[src/rtl/ppc_pkg.sv]
package ppc_pkg;

    localparam int SAMPLE_BITS_DEFAULT = 12;

    localparam int REG_BITS     = 12;
    localparam int LATCH_BITS   = 12;
    localparam int AMPS_BITS    = 7;
    localparam int CFG_IDX_BITS = 2;
    localparam int WINDOWS      = 6;

    localparam logic [CFG_IDX_BITS-1:0] REG_CHANGE_THRESHOLD = 2'd0;
    localparam logic [CFG_IDX_BITS-1:0] REG_WINDOW_TOLERANCE = 2'd1;
    localparam logic [CFG_IDX_BITS-1:0] REG_UNPLUGGED_LEVEL  = 2'd2;

    localparam logic [REG_BITS-1:0] CHANGE_THRESHOLD_RESET = 12'd20;
    localparam logic [REG_BITS-1:0] WINDOW_TOLERANCE_RESET = 12'd40;
    localparam logic [REG_BITS-1:0] UNPLUGGED_LEVEL_RESET  = 12'd4076;

    typedef enum logic [2:0] {
        CLASS_UNPLUGGED = 3'd0,
        CLASS_TETHERED  = 3'd1,
        CLASS_RELEASE   = 3'd2,
        CLASS_20A       = 3'd3,
        CLASS_32A       = 3'd4,
        CLASS_63A       = 3'd5,
        CLASS_80A       = 3'd6,
        CLASS_ERROR     = 3'd7
    } port_class_t;

    // Windows in priority order.
    localparam logic [REG_BITS-1:0] WIN_LEVEL [WINDOWS] = '{
        12'd1868, 12'd3345, 12'd3861, 12'd2367, 12'd1403, 12'd804
    };
    localparam port_class_t WIN_CLASS [WINDOWS] = '{
        CLASS_TETHERED, CLASS_RELEASE, CLASS_20A, CLASS_32A, CLASS_63A, CLASS_80A
    };
    localparam logic [AMPS_BITS-1:0] WIN_AMPS [WINDOWS] = '{
        7'd0, 7'd0, 7'd20, 7'd32, 7'd63, 7'd80
    };

    typedef struct packed {
        logic [AMPS_BITS-1:0]  cable_amps;
        port_class_t           port_class;
        logic [LATCH_BITS-1:0] latched_value;
        logic                  changed;
    } result_t;

endpackage

[src/rtl/proximity_pilot_classifier_unit.sv]
// Channel   Direction  Payload (lowest bit first)
// s_*       in         tdata: sample
// m_*       out        tdata: changed, latched_value, port_class, cable_amps
// cfg_*     in         write only: change_threshold, window_tolerance, unplugged_level
//
// Each transfer in yields one transfer out; the result is registered, via the skid register when the output stalls.
// A new sample is accepted in every cycle while the skid register is empty; the change compare and the window
// classification form one combinational pass into the result register.
// A skid register holds one result while the output stalls, so the input side stays open until it fills.
// Reset restores the register defaults and clears both stored samples.
module proximity_pilot_classifier_unit #(
    parameter int SAMPLE_BITS = ppc_pkg::SAMPLE_BITS_DEFAULT
) (
    input  logic                                   clk,
    input  logic                                   rst_n,
    input  logic                                   s_tvalid,
    output logic                                   s_tready,
    // sample, zero padded to whole bytes
    input  logic [((SAMPLE_BITS+7)/8)*8-1:0]       s_tdata,
    output logic                                   m_tvalid,
    input  logic                                   m_tready,
    // changed, latched_value, port_class, cable_amps, one zero pad bit
    output logic [$bits(ppc_pkg::result_t):0]      m_tdata,
    input  logic                                   cfg_we,
    input  logic [ppc_pkg::CFG_IDX_BITS-1:0]       cfg_index,
    input  logic [ppc_pkg::REG_BITS-1:0]           cfg_data
);

    localparam int VW = (SAMPLE_BITS > ppc_pkg::REG_BITS) ? SAMPLE_BITS : ppc_pkg::REG_BITS;
    localparam int CW = VW + 1;

    logic [ppc_pkg::REG_BITS-1:0] threshold_reg;
    logic [ppc_pkg::REG_BITS-1:0] tolerance_reg;
    logic [ppc_pkg::REG_BITS-1:0] unplugged_reg;
    logic [SAMPLE_BITS-1:0]       prev_reg;
    logic [SAMPLE_BITS-1:0]       held_reg;
    logic [SAMPLE_BITS-1:0]       held_next;
    logic [SAMPLE_BITS-1:0]       sample;
    logic                         accept;
    logic                         changed;
    logic [CW-1:0]                sample_ext;
    logic [CW-1:0]                prev_ext;
    logic [CW-1:0]                thr_ext;
    logic [CW-1:0]                v_ext;
    logic [CW-1:0]                tol_ext;
    logic [CW-1:0]                lvl_ext;
    logic [VW-1:0]                held_wide;
    logic                         found;
    ppc_pkg::result_t             result;
    ppc_pkg::result_t             out_reg;
    ppc_pkg::result_t             skid_reg;
    logic                         out_valid_reg;
    logic                         skid_valid_reg;
    logic                         out_free;

    assign sample   = s_tdata[SAMPLE_BITS-1:0];
    assign s_tready = !skid_valid_reg;
    assign accept   = s_tvalid && s_tready;
    assign out_free = !out_valid_reg || m_tready;

    always_comb
    begin
        sample_ext = CW'(sample);
        prev_ext   = CW'(prev_reg);
        thr_ext    = CW'(threshold_reg);
        changed    = ((sample_ext + thr_ext) < prev_ext) || (sample_ext > (prev_ext + thr_ext));
        held_next  = changed ? sample : held_reg;
    end

    always_comb
    begin
        held_wide = VW'(held_next);
        v_ext     = CW'(held_next);
        tol_ext   = CW'(tolerance_reg);
        lvl_ext   = '0;
        found     = 1'b0;
        result.changed       = changed;
        result.latched_value = held_wide[ppc_pkg::LATCH_BITS-1:0];
        result.port_class    = ppc_pkg::CLASS_ERROR;
        result.cable_amps    = '0;
        if (v_ext > CW'(unplugged_reg))
        begin
            result.port_class = ppc_pkg::CLASS_UNPLUGGED;
        end
        else
        begin
            for (int i = 0; i < ppc_pkg::WINDOWS; i++)
            begin
                lvl_ext = CW'(ppc_pkg::WIN_LEVEL[i]);
                if (!found && ((v_ext + tol_ext) > lvl_ext) && (v_ext < (lvl_ext + tol_ext)))
                begin
                    found             = 1'b1;
                    result.port_class = ppc_pkg::WIN_CLASS[i];
                    result.cable_amps = ppc_pkg::WIN_AMPS[i];
                end
            end
        end
    end

    always_ff @(posedge clk or negedge rst_n)
    begin
        if (!rst_n)
        begin
            threshold_reg <= ppc_pkg::CHANGE_THRESHOLD_RESET;
            tolerance_reg <= ppc_pkg::WINDOW_TOLERANCE_RESET;
            unplugged_reg <= ppc_pkg::UNPLUGGED_LEVEL_RESET;
        end
        else if (cfg_we)
        begin
            case (cfg_index)
                ppc_pkg::REG_CHANGE_THRESHOLD: threshold_reg <= cfg_data;
                ppc_pkg::REG_WINDOW_TOLERANCE: tolerance_reg <= cfg_data;
                ppc_pkg::REG_UNPLUGGED_LEVEL:  unplugged_reg <= cfg_data;
                default:                       ;
            endcase
        end
    end

    always_ff @(posedge clk or negedge rst_n)
    begin
        if (!rst_n)
        begin
            prev_reg <= '0;
            held_reg <= '0;
        end
        else if (accept)
        begin
            prev_reg <= sample;
            held_reg <= held_next;
        end
    end

    always_ff @(posedge clk or negedge rst_n)
    begin
        if (!rst_n)
        begin
            out_valid_reg  <= 1'b0;
            skid_valid_reg <= 1'b0;
        end
        else if (out_free)
        begin
            if (skid_valid_reg)
            begin
                out_valid_reg  <= 1'b1;
                skid_valid_reg <= 1'b0;
            end
            else
            begin
                out_valid_reg <= accept;
            end
        end
        else if (accept)
        begin
            skid_valid_reg <= 1'b1;
        end
    end

    always_ff @(posedge clk)
    begin
        if (out_free)
        begin
            if (skid_valid_reg)
            begin
                out_reg <= skid_reg;
            end
            else if (accept)
            begin
                out_reg <= result;
            end
        end
        else if (accept)
        begin
            skid_reg <= result;
        end
    end

    assign m_tvalid = out_valid_reg;
    assign m_tdata  = {1'b0, out_reg};

    a_skid_behind_out: assert property (@(posedge clk) disable iff (!rst_n)
        skid_valid_reg |-> out_valid_reg)
        else $error("skid entry held while output register empty");

    a_accept_to_out: assert property (@(posedge clk) disable iff (!rst_n)
        (accept && out_free && !skid_valid_reg) |=> out_valid_reg)
        else $error("accepted sample did not reach the output register");

    a_prev_tracks: assert property (@(posedge clk) disable iff (!rst_n)
        accept |=> (prev_reg == $past(sample)))
        else $error("previous sample not updated on transfer");

    a_amps_class: assert property (@(posedge clk) disable iff (!rst_n)
        (out_valid_reg && (out_reg.cable_amps != '0)) |->
        (out_reg.port_class == ppc_pkg::CLASS_20A || out_reg.port_class == ppc_pkg::CLASS_32A ||
         out_reg.port_class == ppc_pkg::CLASS_63A || out_reg.port_class == ppc_pkg::CLASS_80A))
        else $error("cable rating reported for a class without one");

endmodule
[config.mk]
export PLATFORM = sky130hd
export DESIGN_NAME = proximity_pilot_classifier_unit
export DESIGN_NICKNAME = d
export VERILOG_FILES = /design/src/rtl/ppc_pkg.sv /design/src/rtl/proximity_pilot_classifier_unit.sv
export SDC_FILE = /design/constraint.sdc
export NUM_CORES = 1
export LEC_CHECK = 0
export ABC_CLOCK_PERIOD_IN_PS = 8400
export BUFFER_PORTS_ARGS = -buffer_cell sky130_fd_sc_hd__buf_2
export CAP_MARGIN = 20
export CORE_AREA = 4 4 191 174
export DETAILED_ROUTE_END_ITERATION = 7
export DIE_AREA = 0 0 195 178
export PLACE_DENSITY = 0.49
export SETUP_SLACK_MARGIN = 0.5
export SYNTH_ARGS = -nofsm -noshare
export SYNTH_HDL_FRONTEND = slang
export SYNTH_SLANG_ARGS = --single-unit
[constraint.sdc]
create_clock -name clk -period 8.4 [get_ports clk]
set_input_delay 0.84 -clock clk [delete_from_list [all_inputs] [get_ports clk]]
set_output_delay 0.84 -clock clk [all_outputs]
set_load 0.1 [all_outputs]
==> flow_metrics.env <==
export IMPL_ys_ff_latch=104
export IMPL_dp_hpwl_um=20050
export IMPL_avgSynthCellArea_um2=9.373
export IMPL_start_util_pct=29.98
export IMPL_crit_path_max_fanout=14
export IMPL_clockRootBuffer="clkbuf_16"
export IMPL_wirelength_um=25780
export IMPL_antennaDiodeCount=0
export IMPL_drtIter0Drc=469
export IMPL_fmaxAchievable_ghz=0.1324
export IMPL_slew_violations=0
export IMPL_synth_top_cells_by_count="ha_1, o21ai_0, nand2_1"
export IMPL_final_cell_area_um2=10460
export IMPL_crit_required_ns=8.52
export IMPL_post_synth_top_count_cell="ha_1"
export IMPL_path_class="input port to register"
export IMPL_synth_cell_types=74
export IMPL_ant_nets=0
export IMPL_timing_rr_end="m_tdata[14]"
export IMPL_io_pins=61
export IMPL_critPathMaxStageDelay_ns=0.47
export IMPL_ctsHoldBuffers=0
export IMPL_synth_seq_area_share_pct=30.46
export IMPL_dr_pass1_iters=5
export IMPL_layout_nets=1224
export IMPL_final_core_util_pct=33.76
export IMPL_hold_end="held_reg[0]"
export IMPL_crit_buf_inv=2
export IMPL_worst_pin_slew_ns=0.9216
export IMPL_grt_max_degree=63
export IMPL_synth_cells=991
export IMPL_std_cell_rows=61
export IMPL_layout_drive_gt1_share_pct=17.06
export IMPL_setup_violations=0
export IMPL_numPortBuffers=55
export IMPL_fin_worst_skew_ns=0.01172
export IMPL_synth_top_cell_area_share_pct=19.13
export IMPL_synth_edff_count=42
export IMPL_die_area_um2=34710
export IMPL_ys_flop_type="dfrtp_1"
export IMPL_rsz0062_at_grt="false"
export IMPL_post_route_period_util_pct=89.89
export IMPL_overflow=0
export IMPL_min_period_ns=7.550
export IMPL_synth_area_leaders="ha_1, edfxtp_1, dfrtp_1"
export IMPL_antenna_found_initial=0
export IMPL_status="finished clean"
export IMPL_cts_made_buffers=9
export IMPL_synthesis_area_um2=9289
export IMPL_min_from="held_reg[0]"
export IMPL_cts_resized=0
export IMPL_grt_pass1_wl_um=41080
export IMPL_core_um2=30990
export IMPL_cts_sinks=104
export IMPL_critPathLaunch="s_tdata[1]"
export IMPL_clk_pin_slew_ns=0.08
export IMPL_r2r_start="threshold_reg[1]"
export IMPL_post_cts_setup_buffers=0
export IMPL_reg2reg_slack_ns=1.12
export IMPL_clockBufferDepth=2
export IMPL_max_cap_viol_count=0
export IMPL_synth_warning_count=0
export IMPL_end_kind="register"
export IMPL_syn_to_final_growth_pct=12.62
export IMPL_hold_path_cell_count=1
export IMPL_worstSkewPairLatency_ns=0.36
export IMPL_drc=0
export IMPL_max_slew_margin_pct=38.49
export IMPL_gp_congestion=0.8323
export IMPL_cts_tree="done"
export IMPL_hp_class="register to register"
export IMPL_wl_per_cell_um=17.68
export IMPL_async_reset_ff_share_pct=59.62
export IMPL_cts_max_level=3
export IMPL_dieWidth_um=195
export IMPL_cp_start_kind="input port"
export IMPL_yosys_area_top_type="ha_1"
export IMPL_critPathTopFamily="compound AO/OA/AOI/OAI gates"
export IMPL_reg2reg_depth=30
export IMPL_setup_tns_ns=0
export IMPL_grt_pass1_vias=7247
export IMPL_grt_use_total_pct=14.88
export IMPL_die_h_um=178
export IMPL_vias=7462
export IMPL_syn_nets=1171
export IMPL_cp_slowest_cell="a211o_1"
export IMPL_vias_per_cell=5.118
export IMPL_cp_arrival_ns=7.67
export IMPL_hold_violations=0
export IMPL_dpl_instance_area_um2=10080
-- routing by layer --
| metal | global-route usage (%) | vias to the layer above | part of all wire, % | wire [µm] |
|---|---|---|---|---|
| met3 | 2.115 | 20 | 3.9 | 1007 |
| met4 | 2.182 | 0 | 0.78 | 200 |
| met5 | 0 | - | 0 | 0 |
| li1 | - | 3728 | - | - |
| met2 | 22.05 | 136 | 41 | 10650 |
| met1 | 23.31 | 3578 | 54 | 13920 |
-- worst register-to-register path, delay by kind of cell (launching register included) --
family	cells	cell delay (ns)
flops	1	0.40
fa+ha+maj	3	1.08
buf+inv	2	0.38
mux	1	0.38
compound gates	15	3.36
xor+xnor	1	0.12
simple gates	8	1.33
-- area by class of cell --
class	instances	area, µm²
Multi-Input combinational cell	797	6127
Timing Repair Buffer	77	470.5
Clock inverter	7	91.34
Fill cell	3236	20530
Sequential cell	104	2829
Clock buffer	9	225.2
Inverter	55	206.4
Tap cell	409	511.7
-- cell usage in the layout (no fill, tap or decap), drive strengths merged, types with 4 or more instances in the layout --
| master | instances |
|---|---|
| ha | 142 |
| o21ai | 76 |
| buf | 76 |
| nand2 | 73 |
| nor2 | 68 |
| inv | 58 |
| a21oi | 53 |
| mux2 | 50 |
| dfrtp | 49 |
| xnor2 | 43 |
| edfxtp | 42 |
| xor2 | 35 |
| nand3 | 28 |
| o21a | 20 |
| a31oi | 20 |
| a21o | 17 |
| nor2b | 17 |
| nor3 | 14 |
| dfstp | 13 |
| nand2b | 12 |
| a211oi | 12 |
| clkbuf | 10 |
| nand4 | 8 |
| and3 | 7 |
| and2 | 7 |
| a21boi | 6 |
| o31ai | 6 |
| a31o | 5 |
| or3 | 5 |
| nand3b | 5 |
| o211ai | 5 |
| o2111a | 4 |
| a221oi | 4 |
| o211a | 4 |
| clkinv | 4 |
-- cell families (layout without fill, tap and decap cells) --
| group | count (synthesis) | in the layout | share of synthesized area, % |
|---|---|---|---|
| flops | 104 | 104 | 30.46 |
| xor+xnor | 78 | 78 | 7.354 |
| fa+ha+maj | 145 | 145 | 19.77 |
| other cells | 1 | 1 | 0.04037 |
| mux | 51 | 51 | 6.304 |
| compound gates | 268 | 268 | 19.10 |
| buf+inv | 90 | 148 | 3.825 |
| simple gates | 254 | 254 | 13.15 |
-- how the worst max path moves through the flow --
stage / cells past startpoint / slack [ns] / end
after floorplan: 27 / 1.59 / m_tdata[14]
after global placement: 29 / 0.43 / m_tdata[14]
after detailed placement: 29 / 0.43 / m_tdata[14]
after CTS: 29 / 0.80 / m_tdata[14]
after global routing: 28 / 0.50 / m_tdata[14]
final: 28 / 0.85 / m_tdata[14]
-- per-stage QoR --
stage          cells  setup slack (ns)  hold slack [ns]
2_1_floorplan    991             1.594           0.4752
3_3_place_gp    1438            0.4342           0.4898
3_5_place_dp    1439            0.4266           0.4964
4_1_cts         1455            0.7976           0.5165
5_1_grt         1458            0.5030           0.5319
6_report        1458            0.8496           0.5158
Power is not shown: default switching activity piles up to over one toggle a cycle in this logic, so the estimate is an artifact.
